<file path="config.mk">
export PLATFORM = sky130hd
export DESIGN_NAME = preemptive_priority_scheduler_flat
export DESIGN_NICKNAME = d
export VERILOG_FILES = /design/src/rtl/pps_pkg.sv /design/src/rtl/pps_if.sv /design/src/rtl/pps_ctrl.sv /design/src/rtl/pps_datapath.sv /design/src/rtl/preemptive_priority_scheduler.sv /design/src/flat_wrapper.sv
export SDC_FILE = /design/constraint.sdc
export NUM_CORES = 2
export LEC_CHECK = 0
export BUFFER_PORTS_ARGS = -buffer_cell sky130_fd_sc_hd__buf_4
export CORE_MARGIN = 3
export CORE_UTILIZATION = 55
export DETAILED_ROUTE_END_ITERATION = 10
export PLACE_DENSITY = 0.72
export SYNTH_ARGS = -nofsm -noshare
export SYNTH_HDL_FRONTEND = slang
export SYNTH_SLANG_ARGS = --single-unit
</file>
<file path="constraint.sdc">
create_clock -name clock -period 17.8 [get_ports clock]
set_input_delay 3.56 -clock clock [delete_from_list [all_inputs] [get_ports clock]]
set_output_delay 3.56 -clock clock [all_outputs]
set_load 0.005 [all_outputs]
</file>
<file path="src/rtl/pps_pkg.sv">
// ----------------------------------------------------------------------------
// Preemptive priority scheduler package
// Field widths, operation codes, the table entry layout and the command and
// status groups passed between the controller and the datapath.
// ----------------------------------------------------------------------------
package pps_pkg;

   // Default table depth.
   localparam int MAX_PROCS_DEF = 16;

   // Field widths.
   localparam int OP_W    = 2;
   localparam int PID_W   = 16;
   localparam int TIME_W  = 32;
   localparam int BURST_W = 16;
   localparam int PRIO_W  = 8;

   // Request operation codes.
   typedef enum logic [OP_W-1:0] {
      OP_LOAD  = 2'd0,
      OP_TICK  = 2'd1,
      OP_CLEAR = 2'd2
   } op_type;

   // One process entry as held in the table.
   typedef struct packed {
      logic [PID_W-1:0]   pid;
      logic [TIME_W-1:0]  arrival;
      logic [BURST_W-1:0] remaining;
      logic [BURST_W-1:0] burst;
      logic [PRIO_W-1:0]  prio;
   } entry_type;

   // Controller to datapath commands.
   typedef struct packed {
      logic load;
      logic clear;
      logic scan_start;
      logic scan_step;
      logic scan_eval;
      logic update;
      logic times;
      logic result;
   } cmd_type;

   // Datapath to controller status.
   typedef struct packed {
      logic count_zero;
      logic scan_last;
      logic rsp_free;
   } sts_type;

endpackage

</file>
<file path="src/rtl/pps_if.sv">
// ----------------------------------------------------------------------------
// Scheduler channel interfaces
// Request and response channels, each with valid, ready and its payload.
// ----------------------------------------------------------------------------
interface pps_req_if;
   logic                         valid;
   logic                         ready;
   logic [pps_pkg::OP_W-1:0]     operation;
   logic [pps_pkg::PID_W-1:0]    proc_id;
   logic [pps_pkg::TIME_W-1:0]   arrive_at;
   logic [pps_pkg::BURST_W-1:0]  burst_len;
   logic [pps_pkg::PRIO_W-1:0]   prio;

   modport source (output valid, operation, proc_id, arrive_at, burst_len, prio,
                   input ready);
   modport sink   (input valid, operation, proc_id, arrive_at, burst_len, prio,
                   output ready);
endinterface

interface pps_rsp_if;
   logic                         valid;
   logic                         ready;
   logic                         ran;
   logic [pps_pkg::PID_W-1:0]    run_pid;
   logic [pps_pkg::TIME_W-1:0]   slot_end;
   logic                         finished;
   logic [pps_pkg::TIME_W-1:0]   turnaround;
   logic [pps_pkg::TIME_W-1:0]   waiting;
   logic                         all_done;

   modport source (output valid, ran, run_pid, slot_end, finished, turnaround,
                   waiting, all_done,
                   input ready);
   modport sink   (input valid, ran, run_pid, slot_end, finished, turnaround,
                   waiting, all_done,
                   output ready);
endinterface

</file>
<file path="src/rtl/pps_ctrl.sv">
// ----------------------------------------------------------------------------
// Scheduler controller
// Accepts request transactions and sequences the table scan, the update of
// the chosen entry and the loading of the response register.
// ----------------------------------------------------------------------------
module pps_ctrl (
   input  logic                     clock,
   input  logic                     reset,
   input  logic                     req_valid,
   input  logic [pps_pkg::OP_W-1:0] req_op,
   output logic                     req_ready,
   input  pps_pkg::sts_type         sts,
   output pps_pkg::cmd_type         cmd
);

   typedef enum logic [2:0] {
      IDLE,
      SCAN,
      UPDATE,
      TIMES,
      RESULT
   } state_type;

   state_type state_ff;
   state_type state_in;

   // Requests are taken only between ticks.
   assign req_ready = (state_ff == IDLE);

   // Next state and command decode.
   always_comb begin
      cmd      = '0;
      state_in = state_ff;
      case (state_ff)
         IDLE: begin
            if (req_valid) begin
               case (pps_pkg::op_type'(req_op))
                  pps_pkg::OP_LOAD: begin
                     cmd.load = 1'b1;
                  end
                  pps_pkg::OP_CLEAR: begin
                     cmd.clear = 1'b1;
                  end
                  pps_pkg::OP_TICK: begin
                     cmd.scan_start = 1'b1;
                     state_in = sts.count_zero ? UPDATE : SCAN;
                  end
                  default: begin
                  end
               endcase
            end
         end
         SCAN: begin
            // One table entry is judged each cycle.
            cmd.scan_eval = 1'b1;
            if (sts.scan_last) begin
               state_in = UPDATE;
            end else begin
               cmd.scan_step = 1'b1;
            end
         end
         UPDATE: begin
            cmd.update = 1'b1;
            state_in   = TIMES;
         end
         TIMES: begin
            cmd.times = 1'b1;
            state_in  = RESULT;
         end
         RESULT: begin
            // Wait for the response register to be free.
            if (sts.rsp_free) begin
               cmd.result = 1'b1;
               state_in   = IDLE;
            end
         end
         default: begin
            state_in = IDLE;
         end
      endcase
   end

   // State register.
   always_ff @(posedge clock) begin
      if (reset) begin
         state_ff <= IDLE;
      end else begin
         state_ff <= state_in;
      end
   end

endmodule

</file>
<file path="src/rtl/pps_datapath.sv">
// ----------------------------------------------------------------------------
// Scheduler datapath
// Process table memory, best-candidate registers, time and entry count, and
// the response register.
// ----------------------------------------------------------------------------
module pps_datapath #(
   parameter int MAX_PROCS = pps_pkg::MAX_PROCS_DEF
) (
   input  logic                           clock,
   input  logic                           reset,
   input  pps_pkg::cmd_type               cmd,
   output pps_pkg::sts_type               sts,
   input  logic [pps_pkg::PID_W-1:0]      ld_pid,
   input  logic [pps_pkg::TIME_W-1:0]     ld_arrival,
   input  logic [pps_pkg::BURST_W-1:0]    ld_burst,
   input  logic [pps_pkg::PRIO_W-1:0]     ld_prio,
   input  logic                           rsp_ready,
   output logic                           rsp_valid,
   output logic                           rsp_ran,
   output logic [pps_pkg::PID_W-1:0]      rsp_pid,
   output logic [pps_pkg::TIME_W-1:0]     rsp_slot_end,
   output logic                           rsp_finished,
   output logic [pps_pkg::TIME_W-1:0]     rsp_turnaround,
   output logic [pps_pkg::TIME_W-1:0]     rsp_waiting,
   output logic                           rsp_all_done
);

   localparam int IW = $clog2(MAX_PROCS);
   localparam int CW = $clog2(MAX_PROCS + 1);
   localparam int TW = pps_pkg::TIME_W;

   // Process table.
   pps_pkg::entry_type entry_mem_ff [MAX_PROCS];
   pps_pkg::entry_type rd_data_ff;
   logic [IW-1:0]      rd_addr;
   logic               wr_en;
   logic [IW-1:0]      wr_addr;
   pps_pkg::entry_type wr_data;

   // Control and working registers.
   logic [CW-1:0]      count_ff, count_in;
   logic [TW-1:0]      time_ff, time_in;
   logic [IW-1:0]      scan_addr_ff, scan_addr_in;
   pps_pkg::entry_type best_ff, best_in;
   logic [IW-1:0]      best_idx_ff, best_idx_in;
   logic               found_ff, found_in;
   logic [1:0]         work_ff, work_in;
   logic               fin_ff, fin_in;
   logic [TW-1:0]      tat_ff, tat_in;

   // Response register.
   logic               rsp_valid_ff, rsp_valid_in;
   logic               rsp_ran_ff, rsp_ran_in;
   logic [pps_pkg::PID_W-1:0] rsp_pid_ff, rsp_pid_in;
   logic [TW-1:0]      rsp_slot_end_ff, rsp_slot_end_in;
   logic               rsp_fin_ff, rsp_fin_in;
   logic [TW-1:0]      rsp_tat_ff, rsp_tat_in;
   logic [TW-1:0]      rsp_wait_ff, rsp_wait_in;
   logic               rsp_done_ff, rsp_done_in;

   logic               table_full;
   logic               eligible;
   logic               better;

   assign table_full = (count_ff == CW'(MAX_PROCS));

   // Scan read address: next entry while stepping, else the first.
   assign rd_addr = cmd.scan_step ? (scan_addr_ff + IW'(1)) : '0;

   // An entry competes once it has arrived and still has work.
   assign eligible = (rd_data_ff.remaining != '0) && (rd_data_ff.arrival <= time_ff);
   assign better   = eligible &&
                     (!found_ff ||
                      (rd_data_ff.prio < best_ff.prio) ||
                      ((rd_data_ff.prio == best_ff.prio) &&
                       (rd_data_ff.arrival < best_ff.arrival)));

   // Table write: a load appends, an update retires one unit of work.
   always_comb begin
      wr_en   = 1'b0;
      wr_addr = best_idx_ff;
      wr_data = best_ff;
      wr_data.remaining = best_ff.remaining - pps_pkg::BURST_W'(1);
      if (cmd.load && !table_full) begin
         wr_en             = 1'b1;
         wr_addr           = count_ff[IW-1:0];
         wr_data.pid       = ld_pid;
         wr_data.arrival   = ld_arrival;
         wr_data.remaining = ld_burst;
         wr_data.burst     = ld_burst;
         wr_data.prio      = ld_prio;
      end else if (cmd.update && found_ff) begin
         wr_en = 1'b1;
      end
   end

   always_ff @(posedge clock) begin
      if (wr_en) begin
         entry_mem_ff[wr_addr] <= wr_data;
      end
      rd_data_ff <= entry_mem_ff[rd_addr];
   end

   // Next values of the working registers.
   always_comb begin
      count_in     = count_ff;
      time_in      = time_ff;
      scan_addr_in = scan_addr_ff;
      best_in      = best_ff;
      best_idx_in  = best_idx_ff;
      found_in     = found_ff;
      work_in      = work_ff;
      fin_in       = fin_ff;
      tat_in       = tat_ff;

      if (cmd.clear) begin
         count_in = '0;
         time_in  = '0;
      end
      if (cmd.load && !table_full) begin
         count_in = count_ff + CW'(1);
      end
      if (cmd.scan_start) begin
         scan_addr_in = '0;
         found_in     = 1'b0;
         work_in      = 2'd0;
      end
      if (cmd.scan_step) begin
         scan_addr_in = rd_addr;
      end
      if (cmd.scan_eval) begin
         if (better) begin
            best_in     = rd_data_ff;
            best_idx_in = scan_addr_ff;
            found_in    = 1'b1;
         end
         // Entries with work left, counted up to two.
         if ((rd_data_ff.remaining != '0) && (work_ff != 2'd2)) begin
            work_in = work_ff + 2'd1;
         end
      end
      if (cmd.update) begin
         time_in = time_ff + TW'(1);
         fin_in  = found_ff && (best_ff.remaining == pps_pkg::BURST_W'(1));
      end
      if (cmd.times) begin
         // Time has already advanced to the end of the slot here.
         tat_in = time_ff - best_ff.arrival;
      end
   end

   // Next values of the response register.
   always_comb begin
      rsp_valid_in    = rsp_valid_ff;
      rsp_ran_in      = rsp_ran_ff;
      rsp_pid_in      = rsp_pid_ff;
      rsp_slot_end_in = rsp_slot_end_ff;
      rsp_fin_in      = rsp_fin_ff;
      rsp_tat_in      = rsp_tat_ff;
      rsp_wait_in     = rsp_wait_ff;
      rsp_done_in     = rsp_done_ff;
      if (rsp_valid_ff && rsp_ready) begin
         rsp_valid_in = 1'b0;
      end
      if (cmd.result) begin
         rsp_valid_in    = 1'b1;
         rsp_ran_in      = found_ff;
         rsp_pid_in      = found_ff ? best_ff.pid : '0;
         rsp_slot_end_in = time_ff;
         rsp_fin_in      = fin_ff;
         rsp_tat_in      = fin_ff ? tat_ff : '0;
         rsp_wait_in     = fin_ff ? (tat_ff - TW'(best_ff.burst)) : '0;
         rsp_done_in     = (work_ff == 2'd0) || ((work_ff == 2'd1) && fin_ff);
      end
   end

   // Registers with reset.
   always_ff @(posedge clock) begin
      if (reset) begin
         count_ff     <= '0;
         time_ff      <= '0;
         rsp_valid_ff <= 1'b0;
      end else begin
         count_ff     <= count_in;
         time_ff      <= time_in;
         rsp_valid_ff <= rsp_valid_in;
      end
   end

   // Payload registers.
   always_ff @(posedge clock) begin
      scan_addr_ff    <= scan_addr_in;
      best_ff         <= best_in;
      best_idx_ff     <= best_idx_in;
      found_ff        <= found_in;
      work_ff         <= work_in;
      fin_ff          <= fin_in;
      tat_ff          <= tat_in;
      rsp_ran_ff      <= rsp_ran_in;
      rsp_pid_ff      <= rsp_pid_in;
      rsp_slot_end_ff <= rsp_slot_end_in;
      rsp_fin_ff      <= rsp_fin_in;
      rsp_tat_ff      <= rsp_tat_in;
      rsp_wait_ff     <= rsp_wait_in;
      rsp_done_ff     <= rsp_done_in;
   end

   // Status to the controller.
   assign sts.count_zero = (count_ff == '0);
   assign sts.scan_last  = ((CW'(scan_addr_ff) + CW'(1)) == count_ff);
   assign sts.rsp_free   = !rsp_valid_ff || rsp_ready;

   assign rsp_valid      = rsp_valid_ff;
   assign rsp_ran        = rsp_ran_ff;
   assign rsp_pid        = rsp_pid_ff;
   assign rsp_slot_end   = rsp_slot_end_ff;
   assign rsp_finished   = rsp_fin_ff;
   assign rsp_turnaround = rsp_tat_ff;
   assign rsp_waiting    = rsp_wait_ff;
   assign rsp_all_done   = rsp_done_ff;

endmodule

</file>
<file path="src/rtl/preemptive_priority_scheduler.sv">
// Load and clear transactions complete as they are accepted, staying idle.
// A tick's response is registered after the scan, update, times and result
// states (the scan is skipped with an empty table); the scan reads one
// table entry per cycle through the single memory read port.
// A tick blocks requests until its response is loaded into a free register.
// Reset zeroes the entry count and time and empties the response register.
// ----------------------------------------------------------------------------
// Preemptive priority scheduler
// Holds a table of process entries and, on each tick, runs the arrived entry
// with the lowest priority value for one time unit and reports the slot.
// ----------------------------------------------------------------------------
module preemptive_priority_scheduler #(
   parameter int MAX_PROCS = pps_pkg::MAX_PROCS_DEF
) (
   input logic     clock,
   input logic     reset,
   pps_req_if.sink   req,
   pps_rsp_if.source rsp
);

   pps_pkg::cmd_type cmd;
   pps_pkg::sts_type sts;

   // Sequencing.
   pps_ctrl u_ctrl (
      .clock     (clock),
      .reset     (reset),
      .req_valid (req.valid),
      .req_op    (req.operation),
      .req_ready (req.ready),
      .sts       (sts),
      .cmd       (cmd)
   );

   // Table, selection and response.
   pps_datapath #(
      .MAX_PROCS (MAX_PROCS)
   ) u_datapath (
      .clock          (clock),
      .reset          (reset),
      .cmd            (cmd),
      .sts            (sts),
      .ld_pid         (req.proc_id),
      .ld_arrival     (req.arrive_at),
      .ld_burst       (req.burst_len),
      .ld_prio        (req.prio),
      .rsp_ready      (rsp.ready),
      .rsp_valid      (rsp.valid),
      .rsp_ran        (rsp.ran),
      .rsp_pid        (rsp.run_pid),
      .rsp_slot_end   (rsp.slot_end),
      .rsp_finished   (rsp.finished),
      .rsp_turnaround (rsp.turnaround),
      .rsp_waiting    (rsp.waiting),
      .rsp_all_done   (rsp.all_done)
   );

   // The controller issues at most one datapath command per cycle, scan_eval apart.
   a_cmd_exclusive: assert property (@(posedge clock) disable iff (reset)
      $onehot0({cmd.load, cmd.clear, cmd.scan_start, cmd.scan_step,
                cmd.update, cmd.times, cmd.result}))
      else $error("more than one datapath command in a cycle");

   // A completion can only be reported for a slot in which an entry ran.
   a_finish_needs_run: assert property (@(posedge clock) disable iff (reset)
      rsp.valid && rsp.finished |-> rsp.ran)
      else $error("completion reported in an idle slot");

   // An idle slot carries zero pid and zero times.
   a_idle_zero: assert property (@(posedge clock) disable iff (reset)
      rsp.valid && !rsp.ran |-> (rsp.run_pid == '0) && (rsp.turnaround == '0) &&
                                (rsp.waiting == '0))
      else $error("idle slot with non-zero payload");

   // A tick transaction keeps the request side closed in the next cycle.
   a_tick_busy: assert property (@(posedge clock) disable iff (reset)
      req.valid && req.ready && (req.operation == pps_pkg::OP_TICK) |=> !req.ready)
      else $error("request accepted while a tick is in progress");

endmodule
</file>
<file path="src/flat_wrapper.sv">
// flat-port wrapper written by rule: the top's interface ports become plain ports
module preemptive_priority_scheduler_flat 
#(
   parameter int MAX_PROCS = pps_pkg::MAX_PROCS_DEF
)
  (clock, reset, req_valid, req_operation, req_proc_id, req_arrive_at, req_burst_len, req_prio, req_ready, rsp_valid, rsp_ran, rsp_run_pid, rsp_slot_end, rsp_finished, rsp_turnaround, rsp_waiting, rsp_all_done, rsp_ready);
  pps_req_if req_i ();
  pps_rsp_if rsp_i ();
  input logic clock;
  input logic reset;
  input wire logic [$bits(req_i.valid)-1:0] req_valid;
  input wire logic [$bits(req_i.operation)-1:0] req_operation;
  input wire logic [$bits(req_i.proc_id)-1:0] req_proc_id;
  input wire logic [$bits(req_i.arrive_at)-1:0] req_arrive_at;
  input wire logic [$bits(req_i.burst_len)-1:0] req_burst_len;
  input wire logic [$bits(req_i.prio)-1:0] req_prio;
  output wire logic [$bits(req_i.ready)-1:0] req_ready;
  output wire logic [$bits(rsp_i.valid)-1:0] rsp_valid;
  output wire logic [$bits(rsp_i.ran)-1:0] rsp_ran;
  output wire logic [$bits(rsp_i.run_pid)-1:0] rsp_run_pid;
  output wire logic [$bits(rsp_i.slot_end)-1:0] rsp_slot_end;
  output wire logic [$bits(rsp_i.finished)-1:0] rsp_finished;
  output wire logic [$bits(rsp_i.turnaround)-1:0] rsp_turnaround;
  output wire logic [$bits(rsp_i.waiting)-1:0] rsp_waiting;
  output wire logic [$bits(rsp_i.all_done)-1:0] rsp_all_done;
  input wire logic [$bits(rsp_i.ready)-1:0] rsp_ready;
  assign req_i.valid = req_valid;
  assign req_i.operation = req_operation;
  assign req_i.proc_id = req_proc_id;
  assign req_i.arrive_at = req_arrive_at;
  assign req_i.burst_len = req_burst_len;
  assign req_i.prio = req_prio;
  assign req_ready = req_i.ready;
  assign rsp_valid = rsp_i.valid;
  assign rsp_ran = rsp_i.ran;
  assign rsp_run_pid = rsp_i.run_pid;
  assign rsp_slot_end = rsp_i.slot_end;
  assign rsp_finished = rsp_i.finished;
  assign rsp_turnaround = rsp_i.turnaround;
  assign rsp_waiting = rsp_i.waiting;
  assign rsp_all_done = rsp_i.all_done;
  assign rsp_i.ready = rsp_ready;
  preemptive_priority_scheduler #(.MAX_PROCS(MAX_PROCS)) u_core (.clock(clock), .reset(reset), .req(req_i), .rsp(rsp_i));
endmodule
</file>
==> impl_results.md <==
* Run status: complete, no violations
* Hold worst-path end: u_core.u_datapath.best_ff[86]
* Min Tclk post-route at between 7 and 8 ns
* Slew @ Worst Pin at between 1 and 1.5 ns
* Worst slew margin at 0.0874
* Cell Pwr Density at 111 nW/um^2
* Final net count at roughly 5,300
* Final ANT Viol Nets at 0
* Final Max Tran Viols at 0
* GR Util All Layers at 0.273
* Top cell by count, worst path: buf_4
* Die width at 369 um
* Crit path buf inv count at 3
* Worst Path Required at 18.21 ns
* Pleak at about 0.029 uW
* Core footprint at between 100,000 and 150,000 sq um
* Clock net sink count at around 1,800
* Worst-Skew Late Latency at slightly above 0.8 ns
* Dpl hpwl at 102 mm
* Number of global-route vias before repair at approximately 43,000
* GP Congestion at approximately 0.86
* Yosys warnings at 0
* Worst-path fanout max at 39
* Worst clock skew at roughly 0.025 ns
* CP cell instances: buf_4 > nand3b_1 > or3_2 > nor2_1 > a22oi_1 > nor2_4 > buf_4 > buf_4
* Starting Density at 0.557
* RSZ-0062 raised after global routing: false
* Hold Vio Cnt, Final at 0
* PostCTS Resize Cnt at 0
* Die area at approximately 140,000 sq um
* CTS Buffer Depth at 3
* FF-to-FF Start: u_core.u_datapath.scan_addr_ff[0]
* Number of flops mapped to enable cells by yosys at 1,652
* Io pins at 195
* Power Total at just over 9000 uW
* Fraction of registers with async set or reset after synthesis at 0
* Tcrit/Tclk final at 0.411
* Clock-pin slew on the worst setup and hold paths at 0.06 ns
* R2R Setup Slk at about 12 ns
* Total CTS buffers at roughly 170
* Post-route worst setup slack at roughly 10 ns
* Peak Freq at between 100 and 150 MHz
* Die height at 369 um
* R2R depth at 13
* Crit path kind: primary input to flop
* Worst hold path cell count at 0
* Post-Syn Instances at 4,908
* Largest net degree at the start of global routing at between 150 and 200
* Synthesis-to-finish area growth at 12.9%
* Hold buffers post-CTS at 0
* HP Class: flop to flop
* Synthesized Nets at just over 5,000
* Initial antenna violation count at 7
* Vias per cell at approximately 6.3
* Root buffer cell: clkbuf_16
* Setup bufs post-CTS at 0
* Hold_sp: u_core.u_datapath.rd_data_ff[86]
* Wire length per cell at 26.8 um
* Layout cells sized above 1 at 0.135
* Setup violators final at 0
* Routed WL at roughly 190 mm
* Netlist cell types at 91
* Hold WS at just over 0.4 ns
* Pre-CTS setup slack at roughly 9.7 ns
* Grt ovf at 0
* DRT Pass-1 Iters at 6
* Setup Total Neg Slack at 0 ns
* Post-synthesis register bit count at 1,784
* Crit-path leading delay family: simple AND/OR/NAND/NOR gates
* Drt drc at 0
* First-pass GRT wire length at ~280 mm
* Max stage delay cell, worst path: or3_2
* CP arrival at 7.73 ns
* Top_reg_cell synth: edfxtp_1
* Slowest stage delay, CP at just over 0.9 ns
* Initial drt markers at ~5,600
* CTS HTree Levels at 4
* Port bufs at around 190
* Final core area utilization at 0.629
* CTS tree: built
* Reg2Reg Capture Point: u_core.u_datapath.rd_data_ff[18]
* Startpoint Class: primary input
* Avg Cell Area, Syn at between 10 and 15 sq um
* DR vias at 44,400
* # rows at between 100 and 150
* VDD IR max at 0.0980 mV
* Max_cap viols at 0
* Post-Syn Area at between 70,000 and 80,000 sq um
* Crit end category: flop
* Seq/Total Area, Yosys at 0.721
## kinds of logic after synthesis
kind of cell,after synthesis,synth area share
AO/OA/AOI/OAI,953,0.0972
multiplexers,367,0.0554
buffers and inverters,415,0.0256
AND/OR/NAND/NOR,1212,0.0728
XOR/XNOR,48,0.00590
adder cells (fa/ha/maj),129,0.0225
flip-flops,1784,0.721
## worst max-delay path by stage
| stage | start | to | slack, ns | depth (start not counted) |
|---|---|---|---|---|
| floorplan | rsp_ready | u_core.u_datapath.rsp_all_done | 8.82 | 2 |
| CTS | req_operation[0] | u_core.u_datapath.entry_mem_ff[0][38] | 10.50 | 8 |
| global route | req_operation[0] | u_core.u_datapath.entry_mem_ff[0][38] | 10.35 | 8 |
| global placement | req_operation[0] | u_core.u_datapath.entry_mem_ff[0][76] | 9.68 | 8 |
| finish | req_operation[0] | u_core.u_datapath.entry_mem_ff[0][38] | 10.48 | 8 |
| detailed placement | req_operation[0] | u_core.u_datapath.entry_mem_ff[0][82] | 9.68 | 8 |
## cells in the final DEF, fill, tap and decap left out, types with 27 or more instances in the layout
master	n
mux2i_1	265
buf_4	308
o21ai_0	88
a21oi_1	92
edfxtp_1	1652
nand3_1	70
o21a_1	27
a31oi_1	234
and2_1	54
nor3_1	43
nor2b_1	29
nand2_1	781
mux2_2	77
o221ai_1	72
clkbuf_16	177
a22o_1	88
xnor2_1	32
dfxtp_1	132
a21o_1	38
clkbuf_1	51
o221a_1	69
a32oi_1	72
inv_1	124
ha_1	127
nor2_1	102
## layer usage
metal | vias up | global-route usage | share of wire
met2 | 2454 | 0.436 | 0.47
met4 | 4 | 0.0911 | 0.030
met3 | 421 | 0.0520 | 0.098
met5 | - | 0 | 0.00013
li1 | 19400 | - | -
met1 | 22200 | 0.381 | 0.40
## cell usage after synthesis, types with 14 or more instances
master	number	share of area
edfxtp_1	1652	0.68
nand2_1	781	0.040
mux2i_1	265	0.037
a31oi_1	234	0.020
dfxtp_1	132	0.036
clkbuf_1	129	0.0067
ha_1	127	0.022
inv_1	124	0.0064
nor2_1	119	0.0062
buf_2	113	0.0078
o21ai_0	108	0.0075
a21oi_1	92	0.0064
a22o_1	88	0.011
mux2_2	77	0.012
a32oi_1	72	0.0087
o221ai_1	72	0.0087
nand3_1	70	0.0048
o221a_1	69	0.011
and2_1	54	0.0047
nor3_1	43	0.0030
a21o_1	39	0.0040
xnor2_1	33	0.0040
nor2b_1	29	0.0025
o21a_1	27	0.0028
buf_4	23	0.0024
nand4_1	23	0.0020
a311oi_1	21	0.0025
and3_1	21	0.0018
mux4_2	19	0.0059
o22ai_1	18	0.0016
a2bb2oi_1	17	0.0021
nor4_1	17	0.0015
xor2_1	14	0.0017
## sequential cells by signal (all words and copies together) (netlist names), 2 cells and up
signal and flops:
u_core.u_datapath.rsp_turnaround 32, u_core.u_datapath.rsp_pid 16, u_core.u_datapath.best_idx_ff 4, u_core.u_ctrl.state_ff 3, u_core.u_datapath.entry_mem_ff 1408, u_core.u_datapath.rsp_slot_end 32, u_core.u_datapath.scan_addr_ff 4, u_core.u_datapath.best_ff 88
u_core.u_datapath.count_ff 5, u_core.u_datapath.rd_data_ff 88, u_core.u_datapath.tat_ff 32, u_core.u_datapath.work_ff 2, u_core.u_datapath.rsp_waiting 32, u_core.u_datapath.time_ff 32
## per-stage QoR
step | instances | cell area [sq um]
global placement | 6677 | 75900
CTS | 7004 | 81800
detailed placement | 6680 | 76000
finish | 7007 | 81800
global route | 7004 | 81800
floorplan | 4908 | 72500
## report_power, final
part / total (uW) / internal (uW) / switching (uW)
clock: 3740 / 2190 / 1550
sequential: 4700 / 4660 / 40.0
combinational: 605 / 197 / 408
total: 9050 / 7040 / 2000
## layout make-up
| type | count | area [sq um] |
|---|---|---|
| antenna | 3 | 7.51 |
| clock buffer | 245 | 4850 |
| clock inverter | 79 | 997 |
| fill | 9234 | 48300 |
| inverter | 131 | 510 |
| multi-input combinational | 2709 | 18600 |
| sequential | 1784 | 52300 |
| tap | 1742 | 2180 |
| timing repair buffer | 314 | 2430 |
Power figures use the tool's default switching activity.
